**src/morse_text_to_led_keyer_assert.svh**
```systemverilog
// assertion macros used by the keyer sequencer
`ifndef MORSE_TEXT_TO_LED_KEYER_ASSERT_SVH
`define MORSE_TEXT_TO_LED_KEYER_ASSERT_SVH

`ifndef NO_ASSERTIONS

// same-cycle implication
`define MKEY_ASSERT_IMP(label, ck, rn, ante, cons) \
    label: assert property (@(posedge ck) disable iff (!rn) (ante) |-> (cons)) \
        else $error("mkey assertion failed");

// next-cycle implication
`define MKEY_ASSERT_NXT(label, ck, rn, ante, cons) \
    label: assert property (@(posedge ck) disable iff (!rn) (ante) |=> (cons)) \
        else $error("mkey assertion failed");

`else

`define MKEY_ASSERT_IMP(label, ck, rn, ante, cons)
`define MKEY_ASSERT_NXT(label, ck, rn, ante, cons)

`endif

`endif

```
**src/mkey_pkg.sv**
```systemverilog
// shared types, codes and the letter pattern table of the morse keyer
package mkey_pkg;

    localparam int CHAR_W = 8;
    localparam int DOT_W  = 11;
    localparam int PAT_W  = 16;
    localparam int SYM_W  = 2;

    localparam logic [SYM_W-1:0] SYM_NONE = 2'd0;
    localparam logic [SYM_W-1:0] SYM_DOT  = 2'd1;
    localparam logic [SYM_W-1:0] SYM_DASH = 2'd2;
    localparam logic [SYM_W-1:0] SYM_SEP  = 2'd3;

    localparam logic [DOT_W-1:0] DOT_DEFAULT = 11'd200;
    localparam logic [DOT_W-1:0] DOT_MAX     = 11'd2000;

    localparam logic [CHAR_W-1:0] CHAR_SPACE   = 8'h20;
    localparam logic [CHAR_W-1:0] CHAR_LOWER_A = 8'h61;
    localparam logic [CHAR_W-1:0] CHAR_LOWER_Z = 8'h7A;
    localparam logic [CHAR_W-1:0] CASE_BIT     = 8'h20;

    typedef struct packed {
        logic              led_on;
        logic [SYM_W-1:0]  symbol;
        logic              last_slot;
    } slot_t;

    // international morse words, msb first
    function automatic logic [PAT_W-1:0] letter_pattern(input logic [4:0] idx);
        logic [PAT_W-1:0] p;
        case (idx)
            5'd0:    p = 16'hB800;
            5'd1:    p = 16'hEA80;
            5'd2:    p = 16'hEBA0;
            5'd3:    p = 16'hEA00;
            5'd4:    p = 16'h8000;
            5'd5:    p = 16'hAE80;
            5'd6:    p = 16'hEE80;
            5'd7:    p = 16'hAA00;
            5'd8:    p = 16'hA000;
            5'd9:    p = 16'hBBB8;
            5'd10:   p = 16'hEB80;
            5'd11:   p = 16'hBA80;
            5'd12:   p = 16'hEE00;
            5'd13:   p = 16'hE800;
            5'd14:   p = 16'hEEE0;
            5'd15:   p = 16'hBBA0;
            5'd16:   p = 16'hEEB8;
            5'd17:   p = 16'hBA00;
            5'd18:   p = 16'hA800;
            5'd19:   p = 16'hE000;
            5'd20:   p = 16'hAE00;
            5'd21:   p = 16'hAB80;
            5'd22:   p = 16'hBB80;
            5'd23:   p = 16'hEAE0;
            5'd24:   p = 16'hEBB8;
            5'd25:   p = 16'hEEA0;
            default: p = 16'h0000;
        endcase
        return p;
    endfunction

    function automatic logic [SYM_W-1:0] run_symbol(input logic [1:0] ones);
        logic [SYM_W-1:0] s;
        case (ones)
            2'd1:    s = SYM_DOT;
            2'd3:    s = SYM_DASH;
            default: s = SYM_NONE;
        endcase
        return s;
    endfunction

endpackage

```
**src/mkey_ctrl.sv**
```systemverilog
// letter decode, gap sequencing and bit-serial pattern shifter
`include "morse_text_to_led_keyer_assert.svh"

module mkey_ctrl
    import mkey_pkg::*;
(
    input  logic              clk,
    input  logic              rst_n,
    input  logic              in_tvalid,
    output logic              in_tready,
    input  logic [CHAR_W-1:0] in_char,
    input  logic              in_last,
    output logic              slot_valid,
    input  logic              slot_ready,
    output slot_t             slot
);

    localparam logic [1:0] ST_IDLE = 2'd0;
    localparam logic [1:0] ST_GAP  = 2'd1;
    localparam logic [1:0] ST_BITS = 2'd2;

    localparam logic [2:0] GAP_WORD   = 3'd6;
    localparam logic [2:0] GAP_LETTER = 3'd2;

    logic [1:0]       state_reg, state_next;
    logic [PAT_W-1:0] pat_reg, pat_next;
    logic [1:0]       ones_reg, ones_next;
    logic [2:0]       gap_cnt_reg, gap_cnt_next;
    logic             sent_reg, sent_next;
    logic             pend_reg, pend_next;

    logic [CHAR_W-1:0] ch_fold;
    logic [CHAR_W-1:0] ch_off;
    logic              is_alpha;
    logic              is_space;
    logic              accept;

    assign ch_fold   = in_char | CASE_BIT;
    assign ch_off    = ch_fold - CHAR_LOWER_A;
    assign is_alpha  = (ch_fold >= CHAR_LOWER_A) && (ch_fold <= CHAR_LOWER_Z);
    assign is_space  = (in_char == CHAR_SPACE);
    assign in_tready = (state_reg == ST_IDLE);
    assign accept    = in_tvalid && in_tready;

    always_comb
    begin
        state_next   = state_reg;
        pat_next     = pat_reg;
        ones_next    = ones_reg;
        gap_cnt_next = gap_cnt_reg;
        sent_next    = sent_reg;
        pend_next    = pend_reg;
        slot_valid   = 1'b0;
        slot         = '0;
        case (state_reg)
            ST_IDLE:
            begin
                if (accept)
                begin
                    if (is_alpha)
                    begin
                        pat_next  = letter_pattern(ch_off[4:0]);
                        ones_next = 2'd0;
                        if (sent_reg)
                        begin
                            gap_cnt_next = pend_reg ? GAP_WORD : GAP_LETTER;
                            state_next   = ST_GAP;
                        end
                        else
                        begin
                            state_next = ST_BITS;
                        end
                        sent_next = !in_last;
                        pend_next = 1'b0;
                    end
                    else if (is_space)
                    begin
                        pend_next = !in_last && (pend_reg || sent_reg);
                        sent_next = !in_last && sent_reg;
                    end
                    else if (in_last)
                    begin
                        sent_next = 1'b0;
                        pend_next = 1'b0;
                    end
                end
            end
            ST_GAP:
            begin
                slot_valid  = 1'b1;
                // separators on the first, second and fifth word-gap slots and the first letter-gap slot
                slot.symbol = (gap_cnt_reg == 3'd6 || gap_cnt_reg == 3'd5 ||
                               gap_cnt_reg == 3'd2) ? SYM_SEP : SYM_NONE;
                if (slot_ready)
                begin
                    gap_cnt_next = gap_cnt_reg - 3'd1;
                    if (gap_cnt_reg == 3'd1)
                    begin
                        state_next = ST_BITS;
                    end
                end
            end
            ST_BITS:
            begin
                slot_valid = 1'b1;
                if (pat_reg != '0)
                begin
                    slot.led_on = pat_reg[PAT_W-1];
                    slot.symbol = pat_reg[PAT_W-1] ? SYM_NONE : run_symbol(ones_reg);
                    if (slot_ready)
                    begin
                        pat_next  = {pat_reg[PAT_W-2:0], 1'b0};
                        ones_next = pat_reg[PAT_W-1] ? ones_reg + 2'd1 : 2'd0;
                    end
                end
                else
                begin
                    // trailing off slot closes the letter
                    slot.symbol    = run_symbol(ones_reg);
                    slot.last_slot = 1'b1;
                    if (slot_ready)
                    begin
                        state_next = ST_IDLE;
                    end
                end
            end
            default:
            begin
                state_next = ST_IDLE;
            end
        endcase
    end

    always_ff @(posedge clk or negedge rst_n)
    begin
        if (!rst_n)
        begin
            state_reg   <= ST_IDLE;
            gap_cnt_reg <= 3'd0;
            sent_reg    <= 1'b0;
            pend_reg    <= 1'b0;
        end
        else
        begin
            state_reg   <= state_next;
            gap_cnt_reg <= gap_cnt_next;
            sent_reg    <= sent_next;
            pend_reg    <= pend_next;
        end
    end

    always_ff @(posedge clk)
    begin
        pat_reg  <= pat_next;
        ones_reg <= ones_next;
    end

    `MKEY_ASSERT_IMP(a_gap_cnt_live, clk, rst_n, state_reg == ST_GAP, gap_cnt_reg != 3'd0)
    `MKEY_ASSERT_IMP(a_gap_not_last, clk, rst_n, state_reg == ST_GAP, !slot.last_slot)
    `MKEY_ASSERT_NXT(a_letter_starts, clk, rst_n, accept && is_alpha, state_reg != ST_IDLE)
    `MKEY_ASSERT_NXT(a_last_ends, clk, rst_n, slot_valid && slot_ready && slot.last_slot, state_reg == ST_IDLE)
    `MKEY_ASSERT_NXT(a_sent_after_letter, clk, rst_n, accept && is_alpha && !in_last, sent_reg && !pend_reg)

endmodule

```
**src/mkey_slot_reg.sv**
```systemverilog
// output register stage for slot beats
module mkey_slot_reg
    import mkey_pkg::*;
(
    input  logic             clk,
    input  logic             rst_n,
    input  logic             slot_valid,
    output logic             slot_ready,
    input  slot_t            slot,
    input  logic [DOT_W-1:0] hold_time,
    output logic             m_axis_tvalid,
    input  logic             m_axis_tready,
    output logic [15:0]      m_axis_tdata,
    output logic             m_axis_tlast
);

    logic             valid_reg;
    slot_t            slot_reg;
    logic [DOT_W-1:0] hold_reg;

    assign slot_ready = !valid_reg || m_axis_tready;

    always_ff @(posedge clk or negedge rst_n)
    begin
        if (!rst_n)
        begin
            valid_reg <= 1'b0;
        end
        else if (slot_ready)
        begin
            valid_reg <= slot_valid;
        end
    end

    always_ff @(posedge clk)
    begin
        if (slot_ready && slot_valid)
        begin
            slot_reg <= slot;
            hold_reg <= hold_time;
        end
    end

    assign m_axis_tvalid = valid_reg;
    assign m_axis_tdata  = {2'b00, hold_reg, slot_reg.symbol, slot_reg.led_on};
    assign m_axis_tlast  = slot_reg.last_slot;

endmodule

```
**src/morse_text_to_led_keyer.sv**
```systemverilog
// morse keyer top level: dot-time register, sequencer and output stage
// the first slot beat of a letter passes the sequencer state register and then the output register
// throughput: one slot beat per cycle while m_axis_tready allows; a letter holds the input
// until all its slots are sent, a space or other byte is taken straight from idle
// the pace is set by the single bit-serial pattern shifter in the sequencer
// reset: dot_time 200, letter and word-gap flags clear, no beat pending
module morse_text_to_led_keyer
    import mkey_pkg::*;
(
    input  logic             clk,
    input  logic             rst_n,
    input  logic             s_axis_tvalid,
    output logic             s_axis_tready,
    input  logic [7:0]       s_axis_tdata,  // [7:0] char_code
    input  logic             s_axis_tlast,  // end_of_write
    output logic             m_axis_tvalid,
    input  logic             m_axis_tready,
    output logic [15:0]      m_axis_tdata,  // [0] led_on, [2:1] symbol, [13:3] hold_time
    output logic             m_axis_tlast,  // last_slot
    input  logic             cfg_valid,
    output logic             cfg_ready,
    input  logic [DOT_W-1:0] cfg_data       // dot_time
);

    logic [DOT_W-1:0] dot_reg;
    logic             slot_valid;
    logic             slot_ready;
    slot_t            slot;

    assign cfg_ready = 1'b1;

    // out-of-range writes fall back to the default
    always_ff @(posedge clk or negedge rst_n)
    begin
        if (!rst_n)
        begin
            dot_reg <= DOT_DEFAULT;
        end
        else if (cfg_valid)
        begin
            dot_reg <= (cfg_data == '0 || cfg_data > DOT_MAX) ? DOT_DEFAULT : cfg_data;
        end
    end

    mkey_ctrl u_ctrl (
        .clk        (clk),
        .rst_n      (rst_n),
        .in_tvalid  (s_axis_tvalid),
        .in_tready  (s_axis_tready),
        .in_char    (s_axis_tdata),
        .in_last    (s_axis_tlast),
        .slot_valid (slot_valid),
        .slot_ready (slot_ready),
        .slot       (slot)
    );

    mkey_slot_reg u_slot_reg (
        .clk           (clk),
        .rst_n         (rst_n),
        .slot_valid    (slot_valid),
        .slot_ready    (slot_ready),
        .slot          (slot),
        .hold_time     (dot_reg),
        .m_axis_tvalid (m_axis_tvalid),
        .m_axis_tready (m_axis_tready),
        .m_axis_tdata  (m_axis_tdata),
        .m_axis_tlast  (m_axis_tlast)
    );

endmodule
```
**config.mk**
```make
export PLATFORM = sky130hd
export DESIGN_NAME = morse_text_to_led_keyer
export DESIGN_NICKNAME = d
export VERILOG_FILES = /design/src/mkey_pkg.sv /design/src/mkey_ctrl.sv /design/src/mkey_slot_reg.sv /design/src/morse_text_to_led_keyer.sv
export VERILOG_INCLUDE_DIRS = /design/src /design/src/src
export SDC_FILE = /design/constraint.sdc
export NUM_CORES = 1
export LEC_CHECK = 0
export BUFFER_PORTS_ARGS = -buffer_cell sky130_fd_sc_hd__buf_2
export CORE_MARGIN = 5
export CORE_UTILIZATION = 24
export CTS_BUF_LIST = sky130_fd_sc_hd__clkbuf_4 sky130_fd_sc_hd__clkbuf_8
export CTS_CLUSTER_DIAMETER = 30
export CTS_CLUSTER_SIZE = 14
export DETAILED_ROUTE_END_ITERATION = 10
export PLACE_DENSITY = 0.37
export SYNTH_ARGS = -nofsm -noshare
export SYNTH_HDL_FRONTEND = slang
export SYNTH_HIERARCHICAL = 1
export SYNTH_SLANG_ARGS = --single-unit
export TNS_END_PERCENT = 100
```
**constraint.sdc**
```tcl
create_clock -name clk -period 7 [get_ports clk]
set_input_delay 0.7 -clock clk [delete_from_list [all_inputs] [get_ports clk]]
set_output_delay 0.7 -clock clk [all_outputs]
set_load 0.02 [all_outputs]
```
Word-level counts from Yosys, hierarchy flattened
Memories as Yosys holds them, arrays and structs flattened. Cells that the tools add are included.

Memories: 1. Flip-flop bits (word level): 52. Word-level logic and storage cells: 98. Input port bits: 25. Bits in read-only memories: 416.

Mux-type cells: 38. Order comparisons: 3. Reduce and logical (&&, ||, !) cells: 24. $add $sub $neg: 3. Equality and inequality tests: 17.

Memories: (no name shown) (words 32, bits a word 13, read ports 1, clocked after memory_dff 0, write ports 0, line mkey_pkg.sv:31) `case (idx)`.

Operators by type and width (count): $mux W16 (4); $pmux W16 S2 (1); $mux W2 (15); $reduce_bool A16 Y1 (1); $mux W3 (5); $pmux W2 S2 (3); $gt A11 B11 Y1 const B (1); $logic_not A11 Y1 (1); $mux W11 (1); $reduce_and A5 Y1 (2); $eq A8 B6 Y1 const B (1); $ge A8 B7 Y1 const B (1); $le A8 B7 Y1 const B (1); $ne A2 B1 Y1 const B (4); $ne A2 B2 Y1 const B (4); $mux W1 (7); $eq A3 B3 Y1 const B (2); $pmux W2 S3 (1); $pmux W3 S2 (1); $reduce_and A6 Y1 (1); $logic_and A1 B1 Y1 (5); $logic_or A1 B1 Y1 (5); $sub A5 B1 Y5 const B (1); $eq A2 B1 Y1 const B (2); 12 further kinds (15).

Logic depth before layout (Yosys ltp)
Depth in word-level cells: 5. Mapped depth: 9. Mapped depth without buffers: 8.

Cells and area by module
Netlist, hierarchy kept.

By module, submodules not included: mkey_ctrl (area an instance 1901.8 µm², cells each 215, instances 1); mkey_slot_reg (area an instance 523.0 µm², cells each 22, instances 1); morse_text_to_led_keyer (area an instance 481.7 µm², cells each 35, instances 1).

Worst setup path before layout
No wires, ideal clock.

Kind: input to register. Start: input s_axis_tdata[0]. End: register u_ctrl.ones_reg[0] (enable). Stages: 6. Slack: 3875 ps. Arrival: 2714 ps. Cells stage by stage: inv_1 > ha_1 > nor2b_1 > a21oi_1 > a41oi_1 > a211oi_1.

Longest elaborated chain between the ends: 4.

RTL lines: start: declaration (line morse_text_to_led_keyer.sv:14) `input logic [7:0] s_axis_tdata,`; $ge A8 B7 Y1 or $le A8 B7 Y1 (tied branches) (line mkey_ctrl.sv:40) `assign is_alpha = (ch_fold >= CHAR_LOWER_A) && (ch_fold <= CHAR_LOWER_Z);`; $logic_and A1 B1 Y1 * (line mkey_ctrl.sv:40); $ne A2 B2 Y1 (no source line) *; $reduce_and A5 Y1 (no source line) *; end signal: assignment (line mkey_ctrl.sv:155) `ones_reg <= ones_next;`; end: declaration (line mkey_ctrl.sv:27) `logic [1:0] ones_reg, ones_next;`.

Every way passes the cells marked *; elsewhere a longest branch is shown, timed or not. A chain may end at the register's enable or synchronous reset.

Worst setup path after layout
Start: input s_axis_tdata[0]. End: register u_ctrl.pat_reg[15], data pin.

Longest elaborated chain between the ends: 5.

RTL lines: $sub A5 B1 Y5 (line mkey_ctrl.sv:39) `assign ch_off = ch_fold - CHAR_LOWER_A;`; $mem_v2 Z32 W13; $mux W16 (line mkey_ctrl.sv:60) `if (is_alpha)`; $mux W16 (line mkey_ctrl.sv:58) `if (accept)`; $pmux W16 S2 (line mkey_ctrl.sv:55) `case (state_reg)`; net u_ctrl.pat_next[15] (line mkey_ctrl.sv:26) `logic [PAT_W-1:0] pat_reg, pat_next;`; end signal: assignment (line mkey_ctrl.sv:154) `pat_reg <= pat_next;`; end: declaration (line mkey_ctrl.sv:26).

The timed path passes the listed nets, and every way through them passes these cells. The select of a mux whose other input is x is not followed.

==> flow_summary.rst <==
.. list-table::
   :header-rows: 1

   * - Metric
     - Value
   * - Final non-filler cell area
     - 3330 µm²
   * - Deepest clock path buffer count
     - 2
   * - Most instantiated flip-flop cell in the synthesis netlist
     - sky130_fd_sc_hd__edfxtp_1
   * - Share of flip-flops with an asynchronous set or reset after synthesis
     - 0.388
   * - Maximum fanout along the worst path
     - 15
   * - Leakage power figure
     - 1.34 nW
   * - Number of synthesized flops with an enable pin
     - 30
   * - Required time worst endpoint
     - 7.05 ns
   * - Flip-flop count of the largest register after layout
     - 13
   * - Fraction of post-synthesis cell area in the top cell type by area
     - 0.310
   * - Die width
     - 120 µm
   * - Worst slew slack as a fraction of its limit
     - 0.281
   * - Final worst path period need
     - 2.88 ns
   * - Cell depth of the worst flop-to-flop path
     - 7
   * - Arrival @ worst endpoint
     - 2.93 ns
   * - Sum of buffers and inverters on the critical path
     - 2
   * - Worst slew pin tran
     - 1.08 ns
   * - Yosys top cell by area
     - sky130_fd_sc_hd__edfxtp_1
   * - Post-Route Setup TNS
     - 0 ns
   * - Routed Wire Length
     - 7020 µm
   * - Initial antenna violation count
     - 0
   * - Die height
     - 120 µm
   * - Filler instances
     - 1256
   * - Cells along the critical path
     - buf_2 > inv_1 > ha_1 > nor3b_2 > xor2_1 > nand2_1 > nor3_1 > a21oi_1
   * - Clk root buf
     - sky130_fd_sc_hd__clkbuf_8
   * - Post-Synthesis Cells
     - 272
   * - Number of gates resized after cts
     - 0
   * - Later-pin clock latency in the skew report
     - 0.30 ns
   * - Total grt overflow
     - 0
   * - Starting utilization of the core area
     - 0.243
   * - Startpoint type of the worst setup path
     - input port
   * - Number of buffers created by CTS
     - 5
   * - Capture point of the worst reg-to-reg path
     - u_ctrl/gap_cnt_reg[2]
   * - Share of the yosys chip area belonging to registers
     - 0.475
   * - Detailed Route Iter0 Violations
     - 125
   * - Total of warnings raised by yosys
     - 6
   * - # nets final
     - 350
   * - Weighted congestion at the end of routability-driven global placement
     - 0.736
   * - Number of synthesized register bits
     - 49
   * - Most frequent standard cell in the layout excluding fill and tap cells
     - sky130_fd_sc_hd__buf_2
   * - Power density of the placed cells
     - 340 nW/µm²
   * - Commonest non-fill, non-tap cells in the layout
     - sky130_fd_sc_hd__buf_2 (41), sky130_fd_sc_hd__edfxtp_1 (30), sky130_fd_sc_hd__nand2_1 (24)
   * - Final routed DRC violation total
     - 0
   * - Tcrit/Tclk final
     - 0.412
   * - Maximum achievable frequency
     - 347 MHz
   * - Overall power after layout
     - 1.13 mW
   * - Unique masters post-synth
     - 62
   * - Top Ports
     - 45
   * - Global-route total usage across every layer
     - 0.0979
   * - Number of vias after detailed routing
     - 2253
   * - Run status
     - finished, final reports clean
   * - Largest delay contributor family on the critical path
     - XOR/XNOR gates
   * - Floorplan die area
     - 14400 µm²
   * - Slew Viols, Final
     - 0
   * - Post-detailed-route via-to-cell ratio
     - 4.93
   * - Clock-pin slew reported for the worst setup and hold paths after clock tree synthesis
     - 0.09 ns
   * - Cell type of the slowest stage on the worst timing path
     - sky130_fd_sc_hd__xor2_1
   * - Critical register-to-register path startpoint
     - u_ctrl/state_reg[1]
   * - Classification of the worst-slack hold path
     - in2async
   * - Htree depth
     - 2
   * - CTS sink count
     - 49
   * - Number of global-route vias before repair
     - 2213
   * - Max Cap Violations
     - 0
   * - Clock skew
     - 0.00892 ns
   * - Area of the core
     - 12000 µm²
   * - R2R setup slack
     - 4.94 ns
   * - Placement row count
     - 40
   * - Largest vdd supply drop
     - 0.0983 mV
   * - Average wire per standard cell
     - 15.4 µm
   * - CTS hold repair buffers
     - 0
   * - CP peak stage delay
     - 0.87 ns
   * - Routed Antenna Nets
     - 0
   * - Clock tree from TritonCTS
     - done
   * - Post-DP HPWL
     - 5220 µm
   * - Number of buffers added for setup after CTS
     - 0
   * - # port buffers
     - 41
   * - Area growth, synth to finish
     - 14.6%
   * - Drt pass-1 iters
     - 4
   * - Layout cell share with drive strength beyond 1
     - 0.226
   * - Unrepaired setup endpoints after global routing
     - no
   * - Post-DP Area
     - 3240 µm²
   * - Total of endpoints with negative setup slack in the final report
     - 0
   * - Largest net degree at the start of global routing
     - 24
   * - Top cells by area in the synthesized netlist
     - sky130_fd_sc_hd__edfxtp_1 (31%), sky130_fd_sc_hd__dfrtp_1 (14%), sky130_fd_sc_hd__ha_1 (6.9%)
   * - Avg Cell Area, Syn
     - 10.7 µm²
   * - Hold Fails Final Rpt
     - 0
   * - Post-Synthesis Cell Area
     - 2910 µm²
   * - Antenna Cells
     - 0
   * - Critical Path Sink Type
     - flip-flop
   * - Area of all sequential standard cells
     - 1380 µm²
   * - Category of the most critical setup path
     - in2reg
   * - Global-route wire length before repair
     - 11400 µm
   * - Area of combinational cells with multiple inputs
     - 1390 µm²
## synthesized netlist by cell type (4+ instances only)
| cell | number |
|---|---|
| sky130_fd_sc_hd__nand3b_1 | 5 |
| sky130_fd_sc_hd__nand2_1 | 24 |
| sky130_fd_sc_hd__inv_1 | 16 |
| sky130_fd_sc_hd__edfxtp_1 | 30 |
| sky130_fd_sc_hd__buf_4 | 5 |
| sky130_fd_sc_hd__a22o_1 | 9 |
| sky130_fd_sc_hd__a21oi_1 | 12 |
| sky130_fd_sc_hd__o21ai_0 | 6 |
| sky130_fd_sc_hd__o32a_1 | 4 |
| sky130_fd_sc_hd__clkbuf_1 | 5 |
| sky130_fd_sc_hd__nor3_1 | 9 |
| sky130_fd_sc_hd__ha_1 | 16 |
| sky130_fd_sc_hd__nor2_1 | 18 |
| sky130_fd_sc_hd__and3_1 | 4 |
| sky130_fd_sc_hd__nand3_1 | 10 |
| sky130_fd_sc_hd__dfrtp_1 | 16 |
| sky130_fd_sc_hd__mux2i_1 | 4 |
## layout make-up
| type | count | share of cell area |
|---|---|---|
| flip-flops and latches | 49 | 0.415 |
| multi-input cells | 194 | 0.419 |
| well taps | 147 | 0.0552 |
| clock inverters | 3 | 0.00676 |
| clock buffers | 5 | 0.0207 |
| repair buffers | 43 | 0.0661 |
| inverters | 16 | 0.0180 |
## power by group
| group | total (mW) | switching [mW] | leakage (nW) | internal [mW] |
|---|---|---|---|---|
| Combinational | 0.449 | 0.289 | 0.774 | 0.160 |
| Clock | 0.171 | 0.0998 | 0.0481 | 0.0711 |
| Sequential | 0.512 | 0.0575 | 0.517 | 0.454 |
| Total | 1.13 | 0.447 | 1.34 | 0.685 |
## routing by layer
metal / global-route usage / vias up / part of all wire
met5: 0 / - / 0
met4: 0.0322 / 0 / 0.0087
li1: - / 1094 / -
met2: 0.152 / 50 / 0.45
met3: 0.0184 / 2 / 0.037
met1: 0.136 / 1107 / 0.50
## logic make-up after synthesis
group / synth area share
and+or+nand+nor: 0.177
AOI/OAI and AO/OA: 0.205
DFF: 0.475
buffers and inverters: 0.0486
adders and majority gates: 0.0689
muxes: 0.0138
xor gates and xnor gates: 0.00904
other: 0.00258
## worst max path at each step
stage / cells after the start / slack [ns] / startpoint / end
CTS: 8 / 4.17 / s_axis_tdata[0] / u_ctrl/pat_reg[15]
floorplan: 6 / 3.88 / s_axis_tdata[0] / u_ctrl/ones_reg[0]
global route: 8 / 3.96 / s_axis_tdata[0] / u_ctrl/pat_reg[15]
detailed placement: 8 / 3.80 / s_axis_tdata[0] / u_ctrl/pat_reg[15]
global placement: 8 / 3.86 / s_axis_tdata[0] / u_ctrl/pat_reg[15]
finish: 8 / 4.12 / s_axis_tdata[0] / u_ctrl/pat_reg[15]
## per-stage QoR
stage                     utilization  std cells  setup slack [ns]  hold WS, ns
after floorplan                     -        273              3.88        0.404
after global placement          0.271        449              3.86        0.430
after detailed placement        0.271        449              3.80        0.435
after CTS                       0.278        457              4.17        0.331
after global routing            0.278        457              3.96        0.361
final                           0.278        457              4.12        0.339
No activity file was read; power rests on OpenSTA's default activity.
